`config.mk`:
```
export PLATFORM = sky130hd
export DESIGN_NAME = olif_cell
export DESIGN_NICKNAME = d
export VERILOG_FILES = /design/src/rtl/olif_pkg.sv /design/src/rtl/olif_cell.sv
export SDC_FILE = /design/constraint.sdc
export NUM_CORES = 1
export LEC_CHECK = 0
export BUFFER_PORTS_ARGS = -buffer_cell sky130_fd_sc_hd__buf_2
export CAP_MARGIN = 10
export CELL_PAD_IN_SITES_DETAIL_PLACEMENT = 1
export CELL_PAD_IN_SITES_GLOBAL_PLACEMENT = 1
export CORE_ASPECT_RATIO = 1.2
export CORE_UTILIZATION = 30
export DETAILED_ROUTE_END_ITERATION = 8
export GPL_ROUTABILITY_DRIVEN = 1
export PLACE_DENSITY = 0.94
export SYNTH_ARGS = -nofsm -noshare
export SYNTH_HDL_FRONTEND = slang
export SYNTH_SLANG_ARGS = --single-unit
```
`constraint.sdc`:
```
create_clock -name clk_i -period 6 [get_ports clk_i]
set_input_delay 1.2 -clock clk_i [delete_from_list [all_inputs] [get_ports clk_i]]
set_output_delay 1.2 -clock clk_i [all_outputs]
set_load 0.05 [all_outputs]
```
`src/rtl/olif_pkg.sv`:
```
// ----------------------------------------------------------------------------
// olif_pkg: shared types and constants of the ordered list core
// Holds the request and response payload types, the action and status
// codes, and the per-cycle command that the top level sends to every cell.
// ----------------------------------------------------------------------------
package olif_pkg;

  // Default number of list entries.
  localparam int LIST_DEPTH_DEF = 64;

  // Field widths of the request and response.
  localparam int ValueW  = 32;
  localparam int PosW    = 6;
  localparam int ActionW = 3;
  localparam int StatusW = 2;
  localparam int CountW  = 7;

  // Number of match bits the find scanner examines per cycle.
  localparam int ScanGroup = 8;

  // Requested action.
  typedef enum logic [ActionW-1:0] {
    ACT_INSERT = 3'd0,
    ACT_REMOVE = 3'd1,
    ACT_READ   = 3'd2,
    ACT_WRITE  = 3'd3,
    ACT_FIND   = 3'd4
  } action_e;

  // Response status.
  typedef enum logic [StatusW-1:0] {
    ST_OK       = 2'd0,
    ST_RANGE    = 2'd1,
    ST_FULL     = 2'd2,
    ST_NOTFOUND = 2'd3
  } status_e;

  // Request payload.
  typedef struct packed {
    logic [ActionW-1:0]       action;
    logic [PosW-1:0]          position;
    logic signed [ValueW-1:0] item_value;
  } req_t;

  // Response payload.
  typedef struct packed {
    logic signed [ValueW-1:0] result_value;
    logic [PosW-1:0]          match_position;
    logic [StatusW-1:0]       status;
    logic [CountW-1:0]        entry_count;
  } rsp_t;

  // Command broadcast to every cell; each strobe is set only for an
  // accepted request that passed its range checks.
  typedef struct packed {
    logic ins;  // open a slot at the position, shift later entries up
    logic rem;  // close the slot at the position, shift later entries down
    logic wr;   // overwrite the entry at the position
  } cell_cmd_t;

endpackage

```
`src/rtl/olif_cell.sv`:
```
// ----------------------------------------------------------------------------
// olif_cell: one entry of the ordered list
// Stores one value, takes a value from its lower or upper neighbor when the
// list shifts, and reports whether it matches the searched value and its
// content when it sits at the requested position.
// ----------------------------------------------------------------------------
module olif_cell #(
  parameter int INDEX = 0,
  parameter int XW    = olif_pkg::CountW
) (
  input  logic                               clk_i,
  input  olif_pkg::cell_cmd_t                cmd_i,
  input  logic [XW-1:0]                      pos_i,
  input  logic [XW-1:0]                      count_i,
  input  logic signed [olif_pkg::ValueW-1:0] val_i,
  input  logic signed [olif_pkg::ValueW-1:0] lower_i,
  input  logic signed [olif_pkg::ValueW-1:0] upper_i,
  output logic signed [olif_pkg::ValueW-1:0] data_o,
  output logic signed [olif_pkg::ValueW-1:0] rd_o,
  output logic                               hit_o
);

  localparam logic [XW-1:0] Idx = XW'(INDEX);

  logic signed [olif_pkg::ValueW-1:0] data_q;
  logic signed [olif_pkg::ValueW-1:0] data_d;
  logic                               at_pos;
  logic                               above_pos;

  assign at_pos    = (pos_i == Idx);
  assign above_pos = (Idx > pos_i);

  // Next entry value for the shift, insert and write commands.
  always_comb begin
    data_d = data_q;
    if (cmd_i.ins) begin
      if (above_pos) begin
        data_d = lower_i;
      end else if (at_pos) begin
        data_d = val_i;
      end
    end
    if (cmd_i.rem && (at_pos || above_pos)) begin
      data_d = upper_i;
    end
    if (cmd_i.wr && at_pos) begin
      data_d = val_i;
    end
  end

  always_ff @(posedge clk_i) begin
    data_q <= data_d;
  end

  // The cell drives the shared read bus only at the requested position.
  assign rd_o   = at_pos ? data_q : '0;
  assign hit_o  = (data_q == val_i) && (Idx < count_i);
  assign data_o = data_q;

endmodule

```
# Yosys cells after proc, flatten, opt, wreduce, memory -nomap -nowiden
# Cells that the tools add are included.
# Widths: inputs -> output; s select.
# totals
register_bits,32
in_bits,114
out_inout_bits,65
word_cells,18
# classes
order_cmp,2
eq_ne,1
muxes,6
reduce_logical,8
# op_table
op,count
$mux 32,6
$eq 32x32->1,1
$gt 1x7->1 const A,1
$logic_not 7->1,1
$lt 1x7->1 const A,1
$reduce_bool 4->1,1
$logic_and 1x1->1,3
$reduce_bool 3->1,1
$reduce_and 2->1,1
$logic_or 1x1->1,1

# Logic depth before layout (Yosys ltp)
# depth
depth_word,6
mapped_depth,5
depth_no_buf,4

# Worst setup path before layout
# OpenSTA, ideal clock, no wires.
# synth_path
path_kind,input port to output port
from,in val_i[9] (netlist bit)
to,out hit_o
t_arrival_ns,4.189
t_required_ns,4.800
slack_ns,0.611
cell_stages,4
n_path_buf,0
path_cell_list,xor2_1 -> nor4_1 -> nand3_1 -> a2111oi_0
# synth_between
elab_chain_cells,2
# synth_rtl
element,line_no,source
from (decl),olif_cell.sv:15,"input logic signed [olif_pkg::ValueW-1:0] val_i,"
$eq 32x32->1,olif_cell.sv:57,assign hit_o = (data_q == val_i) && (Idx < count_i);
$logic_and 1x1->1,olif_cell.sv:57,
to (decl),olif_cell.sv:20,output logic hit_o
# Every way passes these cells.

# Worst setup path in the final report
# layout_path
from,in val_i[10] (netlist bit)
to,out hit_o
# The elaborated chain is that of the path after synthesis.

==> reports/metrics.cfg <==
[status]
status = finished clean

[power_and_ir_drop]
p_per_area_mw_per_mm2 = 159.2
power_frac_comb_pct = 14.9
max-vdd-ir-drop_uv = 89.04
leakagePower_nw = 1.520
finalPower_uw = 474.9
seqPwrFrac_pct = 52.3
clockPowerShare_pct = 32.8
p_int_uw = 367.2
switching_share_pct = 22.67
power_switching_uw = 107.7

[timing]
finalHoldViolations = 0
tightest_slew_ns = 0.8345
setup_violations = 0
rsz0062_at_grt = no
period_share_pct = 66.63
fmaxAchievable_ghz = 0.2501
maxSlewViolCount = 0
holdWs_ns = 1.217
period_minus_slack_ns = 3.998
maxSlewHeadroom_pct = 44.37
finalSetupTns_ns = 0

[placement]
hpwl_mm = 4.643
dpl.cell_count = 379
io_buffers = 146
gp_congestion = 0.7142

[floorplan]
dieWidth_um = 78.41
chipHeight_um = 93.70
start_util_pct = 30.85
io-pin-count = 179
core_mm2 = 0.006813
rows = 33
dieArea_mm2 = 0.007347

[logic_synthesis]
synth-seq-cells = 32
synth_top_area_share_pct = 45.71
synth-main-ff-cell = edfxtp_1
yosys_warnings = 0
async_reset_ff_share_pct = 0
synthCells = 151
synth-edff-count = 32
synth_common_cells = and2_1 (32), edfxtp_1 (32), mux2_4 (30)
syn_area_mm2 = 0.002102
ys_top_cells_by_area = edfxtp_1 (46%), mux2_4 (21%), xor2_1 (12%), and2_1 (9.5%), nor4_1 (2.4%)
yosysSeqAreaShare_pct = 45.71
synthDistinctLibCells = 17
syn_avg_cell_area_um2 = 13.92
synth.net_count = 265
yosys.area.top_type = edfxtp_1

[clocking]
path_clk_slew_ns = 0.07
ctsHoldBuffers = 0
cts.sinks = 32
cts_setup_buffers = 0
cts_buffers = 5
cts_tree = done
htree_levels = 2
cts-resized-gates = 0
ctsRootBufferMaster = clkbuf_8
max-clock-path-buffers = 2

[global_routing]
grt_usage_pct = 16.26
grt_antenna_before_repair = 0
grt_pass1_vias = 1896
grt_overflow_total = 0
grt_pass1_wl_mm = 9.066
grt_max_degree = 35

[drt]
wl_per_cell_um = 15.39
vias = 1760
via_per_inst = 4.560
drtAntennaViolNets = 0
dr.pass1.iters = 4
drtIter0Drc = 38
wl_mm = 5.941
drc = 0

[finish]
drive_gt1_share_pct = 63.21
diodes = 0
largest_reg_flops = 32
fin_nets = 413
syn_to_final_growth_pct = 41.90
instances_no_fill = 386
finalCoreUtilization_pct = 43.78

[worst_hold_path]
hold_path_class = input port to flip-flop
min_to = data_o[22]$_DFFE_PP_
hold-path-cell-count = 2
hold_start = upper_i[22]

[worst_setup_path]
crit_path_start_kind = input port
required_ns = 4.80
criticalPathCategory = input port to output pin
critPathArrivalTime_ns = 2.80
path_max_fanout = 2
end_kind = output pin

[job]
cap_violations = 0

[cell usage in the layout, fill, tap and decap left out]
cell       synthesis  routed
nor4_4             1       1
nand3_1            1       1
clkbuf_1           3       1
mux2_4            30      30
buf_2              0     146
buf_4              0       1
clkbuf_8           0       5
nand4_1            2       2
mux2_2             2       2
nor3_1             1       1
o31a_2             0       1
or4_4              1       1
nand3b_4           1       1
clkinv_2           0       1
nor4_1             8       8
a2111oi_0          1       1
edfxtp_1          32      32
xnor2_1            4       4
xor2_1            28      28
and2_1            32      32
[kinds of logic (layout without fill, tap and decap cells)]
group	Yosys count	count (layout)	share of synthesized area, %
buffers and inverters	6	154	2.143
AND/OR/NAND/NOR	47	47	15.48
XOR/XNOR	32	32	13.33
flip-flops	32	32	45.71
multiplexers	32	32	22.50
AO/OA/AOI/OAI	2	2	0.8335
[critical path: stages]
cell	delay, ns
buf_2	0.11
xor2_1	0.15
nor4_1	0.43
nand4_1	0.19
a2111oi_0	0.38
buf_2	0.34
[layout make-up]
type | count | area (um2)
clock buffers | 6 | 72.57
clock inverters | 1 | 5.005
fillers | 802 | 3830
multi-input cells | 113 | 1097
flip-flops and latches | 32 | 960.9
well taps | 87 | 108.9
repair buffers | 147 | 738.2
[routing by layer]
| layer | part of all wire [%] | up-vias | track usage [%] |
|---|---|---|---|
| met1 | 38 | 832 | 17.33 |
| li1 | - | 837 | - |
| met2 | 55 | 87 | 31.87 |
| met5 | 0 | - | 0 |
| met4 | 0.66 | 0 | 3.704 |
| met3 | 6.3 | 4 | 3.786 |
[power by group through the flow]
stage | sequential [mW] | clock, mW | combinational [mW]
2_1_floorplan | 0.258 | 0 | 0.0294
3_3_place_gp | 0.253 | 0 | 0.0686
3_5_place_dp | 0.253 | 0 | 0.0717
4_1_cts | 0.248 | 0.163 | 0.0719
5_1_grt | 0.248 | 0.172 | 0.0772
6_report | 0.248 | 0.156 | 0.0709
[worst max-delay path by stage]
| stage | startpoint | end | slack, ns |
|---|---|---|---|
| global route | val_i[10] | hit_o | 1.75 |
| floorplan | val_i[9] | hit_o | 0.61 |
| CTS | val_i[12] | hit_o | 1.94 |
| finish | val_i[10] | hit_o | 2.00 |
| detailed placement | val_i[12] | hit_o | 1.94 |
| global placement | val_i[12] | hit_o | 1.96 |
[stage by stage]
| stage | setup slack [ns] | area, um2 |
|---|---|---|
| 6_report | 2.002 | 2983 |
| 5_1_grt | 1.754 | 2983 |
| 4_1_cts | 1.936 | 2983 |
| 3_5_place_dp | 1.938 | 2905 |
| 3_3_place_gp | 1.956 | 2905 |
| 2_1_floorplan | 0.6110 | 2102 |
(Power assumes the default switching activity.)
