`src/rtl/olif_pkg.sv`:
```
// ----------------------------------------------------------------------------
// olif_pkg: shared types and constants of the ordered list core
// Holds the request and response payload types, the action and status
// codes, and the per-cycle command that the top level sends to every cell.
// ----------------------------------------------------------------------------
package olif_pkg;

  // Default number of list entries.
  localparam int LIST_DEPTH_DEF = 64;

  // Field widths of the request and response.
  localparam int ValueW  = 32;
  localparam int PosW    = 6;
  localparam int ActionW = 3;
  localparam int StatusW = 2;
  localparam int CountW  = 7;

  // Number of match bits the find scanner examines per cycle.
  localparam int ScanGroup = 8;

  // Requested action.
  typedef enum logic [ActionW-1:0] {
    ACT_INSERT = 3'd0,
    ACT_REMOVE = 3'd1,
    ACT_READ   = 3'd2,
    ACT_WRITE  = 3'd3,
    ACT_FIND   = 3'd4
  } action_e;

  // Response status.
  typedef enum logic [StatusW-1:0] {
    ST_OK       = 2'd0,
    ST_RANGE    = 2'd1,
    ST_FULL     = 2'd2,
    ST_NOTFOUND = 2'd3
  } status_e;

  // Request payload.
  typedef struct packed {
    logic [ActionW-1:0]       action;
    logic [PosW-1:0]          position;
    logic signed [ValueW-1:0] item_value;
  } req_t;

  // Response payload.
  typedef struct packed {
    logic signed [ValueW-1:0] result_value;
    logic [PosW-1:0]          match_position;
    logic [StatusW-1:0]       status;
    logic [CountW-1:0]        entry_count;
  } rsp_t;

  // Command broadcast to every cell; each strobe is set only for an
  // accepted request that passed its range checks.
  typedef struct packed {
    logic ins;  // open a slot at the position, shift later entries up
    logic rem;  // close the slot at the position, shift later entries down
    logic wr;   // overwrite the entry at the position
  } cell_cmd_t;

endpackage

```
`src/rtl/olif_scan.sv`:
```
// ----------------------------------------------------------------------------
// olif_scan: first-match scanner for the find action
// Captures one match bit per cell and walks through them a group of eight
// per cycle, reporting the lowest matching position.
// ----------------------------------------------------------------------------
module olif_scan #(
  parameter int DEPTH = olif_pkg::LIST_DEPTH_DEF
) (
  input  logic                       clk_i,
  input  logic                       rst_ni,
  input  logic                       load_i,
  input  logic                       step_i,
  input  logic [DEPTH-1:0]           match_i,
  output logic                       hit_o,
  output logic                       last_o,
  output logic [olif_pkg::PosW-1:0]  pos_o
);

  localparam int G  = olif_pkg::ScanGroup;
  localparam int GB = $clog2(G);
  localparam int NG = (DEPTH + G - 1) / G;
  localparam int GW = (NG > 1) ? $clog2(NG) : 1;
  localparam int VW = NG * G;

  logic [VW-1:0] match_q;
  logic [GW-1:0] grp_q;
  logic [GB-1:0] idx;
  logic [31:0]   pos_wide;

  // Load the match vector, or shift the next group into the low bits.
  always_ff @(posedge clk_i or negedge rst_ni) begin
    if (!rst_ni) begin
      match_q <= '0;
      grp_q   <= '0;
    end else if (load_i) begin
      match_q <= VW'(match_i);
      grp_q   <= '0;
    end else if (step_i) begin
      match_q <= match_q >> G;
      grp_q   <= GW'(grp_q + GW'(1));
    end
  end

  // Priority encode the current group, lowest bit first.
  always_comb begin
    idx = '0;
    for (int i = G - 1; i >= 0; i--) begin
      if (match_q[i]) begin
        idx = GB'(i);
      end
    end
  end

  assign hit_o    = |match_q[G-1:0];
  assign last_o   = (grp_q == GW'(NG - 1));
  assign pos_wide = 32'({grp_q, idx});
  assign pos_o    = pos_wide[olif_pkg::PosW-1:0];

endmodule

```
`config.mk`:
```
export PLATFORM = sky130hd
export DESIGN_NAME = olif_scan
export DESIGN_NICKNAME = d
export VERILOG_FILES = /design/src/rtl/olif_pkg.sv /design/src/rtl/olif_scan.sv
export SDC_FILE = /design/constraint.sdc
export NUM_CORES = 1
export LEC_CHECK = 0
export BUFFER_PORTS_ARGS = -buffer_cell sky130_fd_sc_hd__buf_2
export CAP_MARGIN = 20
export CORE_MARGIN = 1
export CORE_UTILIZATION = 42
export DETAILED_ROUTE_END_ITERATION = 8
export PLACE_DENSITY = 0.65
export SETUP_SLACK_MARGIN = 0.3
export SYNTH_ARGS = -nofsm -noshare
export SYNTH_HDL_FRONTEND = slang
export SYNTH_SLANG_ARGS = --single-unit
```
`constraint.sdc`:
```
create_clock -name clk_i -period 3.7 [get_ports clk_i]
set_clock_uncertainty 0.15 [all_clocks]
set_input_delay 1.11 -clock clk_i [delete_from_list [all_inputs] [get_ports clk_i]]
set_output_delay 1.11 -clock clk_i [all_outputs]
set_load 0.05 [all_outputs]
```
### Word level (Yosys, flattened, before mapping)

Index checks and enable logic that the tools add are counted.

* bits in registers: 67
* input port bits: 68
* output and inout bits: 8
* word-level logic and storage cells: 18

* add/subtract/negate cells: 1
* equal/unequal tests: 1
* muxes and demuxes: 12
* reductions and logical operators: 2

Operators by type and width (number)
* 64-bit 2-to-1 mux: 2
* 3-bit 2-to-1 mux: 10
* 8-bit OR reduction: 1
* 3-bit by 1-bit adder with 3-bit output, second input constant: 1
* 3-bit == test, second input constant: 1
* 2-bit nonzero test: 1

### Longest topological paths before layout

* word-level depth: 8
* gate-level depth with buffers: 5
* mapped depth without buffers: 4

### Worst setup path after synthesis

Ideal clock, no wire load.

* path kind: reg2out
* start point: register match_q[2]
* end point: output port pos_o[0] in the netlist's numbering
* arrival time: 2.092 ns
* data required time: 2.440 ns
* slack: 0.348 ns
* cell stages (with the launch flop): 2
* path buffers: 0
* path through: dfrtp_1 o41ai_1

* cells in the longest elaborated chain, start to end: 3

Ends and longest elaborated chain
* start: declaration: RTL line olif_scan.sv:25 `logic [VW-1:0] match_q;`
* start signal: assignment: RTL line olif_scan.sv:36 `match_q <= VW'(match_i);`
* start signal: assignment: RTL line olif_scan.sv:39 `match_q <= match_q >> G;`
* 3-bit 2-to-1 mux (3 in series): RTL line olif_scan.sv:48 `if (match_q[i]) begin`
* end: declaration: RTL line olif_scan.sv:16 `output logic [olif_pkg::PosW-1:0] pos_o`

No other way between the ends.

### Final worst setup path

* start point: register match_q[7]
* end point: output port pos_o[2] in the netlist's numbering

* cells in the longest elaborated chain, start to end: 8

Ends and longest elaborated chain (RTL line)
* 3-bit 2-to-1 mux (8 in series): olif_scan.sv:48

No other way between the ends.

==> impl_metrics.tcl <==
set metrics [dict create \
    hpwl_microns 4323 \
    wl_met1_microns 3164 \
    synth_top_family_by_area "multiplexers" \
    p_leak_nw 1.902 \
    area.growth.synth_to_final_pct 18.59 \
    ys_warn_count 0 \
    p_total_mw 1.759 \
    n_fill_cell 718 \
    rr_startpoint "grp_q[0]" \
    avgViaCountPerCell 4.832 \
    maxCapViolCount 0 \
    relSlewSlack 0.4437 \
    reg2reg_to "grp_q[2]" \
    yosys.area_share.simple 0.1070 \
    drtAntennaViolNets 0 \
    globalplace.congestion 0.7303 \
    critPathBufInv 1 \
    power_density_mw_per_mm2 468.0 \
    fin_hold_ws_ns 0.4036 \
    synth-seq-cells 67 \
    postSynthAreaPerCell_sq_um 10.49 \
    cp_max_fo 4 \
    comb_power_share 0.139 \
    cp-end-kind "primary output" \
    power.share.sequential 0.484 \
    wirelength_microns 6416 \
    fin_tns_setup_ns 0 \
    dp_slack_ns 1.165 \
    cts_tree "yes" \
    grt_pass1_vias 2110 \
    cp_slowest_cell "dfrtp_1" \
    row_count 31 \
    cts_repair_resize_count 0 \
    rrSetupSlack_ns 2.33 \
    min_path_type "reg2reg" \
    switchingPower_mw 0.4709 \
    min_to "match_q[57]" \
    tightest_slew_ns 0.8344 \
    critPathRequiredTime_ns 2.44 \
    synth_top_area_frac 0.5290 \
    initial_core_util 0.4346 \
    multi_input_area_sq_mm 0.001308 \
    synthAdderAreaFrac 0.007896 \
    yosysTopAreaCell "dfrtp_1" \
    slew_violations 0 \
    cts_max_level 3 \
    clkPwrFrac 0.377 \
    hold_depth 2 \
    outcome "complete, no violations" \
    synthXorXnorAreaFrac 0.002764 \
    grt_remaining_overflow 0 \
    max_clock_freq_mhz 359.8 \
    io_pins 76 \
    die_area_sq_mm 0.007897 \
    nets 441 \
    cts_buffers 9 \
    top_layer "met4" \
    worstHoldStart "match_q[57]" \
    drcViolationCount 0 \
    drive_above_1_share 0.2553 \
    fin_crit_ns 2.779 \
    max_stage_delay_ns 0.42 \
    firstDrtPassIters 4 \
    synth.area.mux_share 0.1832 \
    ir_drop_mv 0.1795 \
    p_int_mw 1.288 \
    portBuffers 75 \
    seqCellArea_sq_mm 0.001677 \
    worstSetupPathType "reg2out" \
    synthTopCellsByArea "dfrtp_1 (53%), mux2i_1 (18%), nand2_1 (7.6%)" \
    dr_wl_met3_microns 306 \
    ys_types 23 \
    final-setup-viol-count 0 \
    postCtsSetupBuffers 0 \
    layoutNonFillerInstCount 475 \
    rsz0062_at_grt "false" \
    power.share.switching 0.2677 \
    antenna_found_initial 0 \
    clock_path_buffers 2 \
    reg2regPathDepth 4 \
    synth_compound_area_frac 0.1117 \
    grt_pass1_wl_microns 10140 \
    grtUsageTotal 0.1743 \
    crit_family "simple AND/OR/NAND/NOR gates" \
    drt-initial-drc-count 125 \
    root_buffer "clkbuf_8" \
    antennaDiodeCount 0 \
    syn_nets 372 \
    netlist_area_sq_mm 0.003169 \
    ys_seq_area_frac 0.5290 \
    die_w_microns 88.87 \
    met2_length_microns 2836 \
    syn_inst 302 \
    numClockSinks 67 \
    startpoint_type "flip-flop" \
    wl_per_cell_microns 13.51 \
    die_h_microns 88.87 \
    fin_crit_sh 0.7511 \
    clk_latency_ns 0.34 \
    coreArea_sq_mm 0.007292 \
    hold_viol_final 0 \
    clkTransAtPathRegs_ns 0.08 \
    num_vias 2295 \
    place_inst 459 \
    ctsHoldBuffers 0 \
    worst_ep_arrival_time_ns 1.52 \
    grt_max_degree 103 \
    setup_slack_ns 0.9208 \
    cp_cell_sequence "nor4_1 -> and3b_1 -> buf_2" \
]
[cell families (layout without fill, tap and decap cells)]
logic type      count (synthesis)  count (layout)
buf+inv                        23              97
fa+ha+maj                       2               2
xor+xnor                        1               1
compound gates                 69              69
simple gates                   82              82
mux                            58              58
flops                          67              67
[final cells by class]
| type | count | area share |
|---|---|---|
| Multi-Input combinational cell | 212 | 0.3479 |
| Inverter | 1 | 0.0009987 |
| Timing Repair Buffer | 80 | 0.1145 |
| Clock buffer | 9 | 0.03296 |
| Tap cell | 99 | 0.03296 |
| Sequential cell | 67 | 0.4461 |
| Clock inverter | 7 | 0.02463 |
[through the flow]
step,util,area [sq um]
floorplan,-,3169
global placement,0.4858,3542
detailed placement,0.4858,3542
CTS,0.5154,3759
global route,0.5154,3759
finish,0.5154,3759
[placed cells by master (no fill, tap or decap), drive strengths merged]
| cell type | netlist | final |
|---|---|---|
| nand2 | 64 | 64 |
| nor4 | 1 | 1 |
| clkbuf | 5 | 9 |
| clkinv | 0 | 5 |
| o21bai | 1 | 1 |
| o21ai | 65 | 65 |
| inv | 1 | 1 |
| o41ai | 1 | 1 |
| nand3 | 1 | 1 |
| nor2b | 1 | 1 |
| mux2i | 58 | 58 |
| a21oi | 1 | 1 |
| buf | 17 | 80 |
| xnor2 | 1 | 1 |
| nor2 | 6 | 6 |
| and3b | 1 | 1 |
| bufinv | 0 | 2 |
| a21boi | 1 | 1 |
| dfrtp | 67 | 67 |
| ha | 2 | 2 |
| nand2b | 8 | 8 |
[worst max path at each step]
stage | start | to | slack [ns] | depth (start not counted)
after floorplan | match_q[2] | pos_o[0] | 0.35 | 1
after global placement | load_i | match_q[50] | 1.18 | 3
after detailed placement | load_i | match_q[49] | 1.17 | 3
after CTS | match_q[7] | pos_o[2] | 0.90 | 3
after global routing | match_q[7] | pos_o[2] | 0.87 | 3
final | match_q[7] | pos_o[2] | 0.92 | 3
[flip-flops by register name (all words and copies together) (netlist names)]
signal   flops
grp_q        3
match_q     64
[layer usage]
metal / vias up / global-route usage
li1: 1175 / -
met1: 1050 / 0.2381
met2: 62 / 0.2608
met3: 8 / 0.04384
met4: 0 / 0.08211
met5: - / 0
[Yosys cell counts (all sizes together)]
cell / instances
dfrtp: 67
o21ai: 65
nand2: 64
mux2i: 58
buf: 17
nand2b: 8
nor2: 6
clkbuf: 5
ha: 2
a21boi: 1
a21oi: 1
and3b: 1
inv: 1
nand3: 1
nor2b: 1
nor4: 1
o21bai: 1
o41ai: 1
xnor2: 1
[power groups by stage]
stage	logic (mW)	registers (mW)	clock network, mW
after floorplan	0.169	0.855	0
after global placement	0.243	0.863	0
after detailed placement	0.247	0.866	0
after CTS	0.249	0.852	0.681
after global routing	0.276	0.860	0.712
final	0.244	0.852	0.663
[worst reg2reg max path, delay by kind of cell (launching register included)]
family | cells | cell delay, ns
fa+ha+maj | 2 | 0.48
flops | 1 | 0.41
mux | 1 | 0.14
simple gates | 1 | 0.05
(Power assumes the default switching activity.)
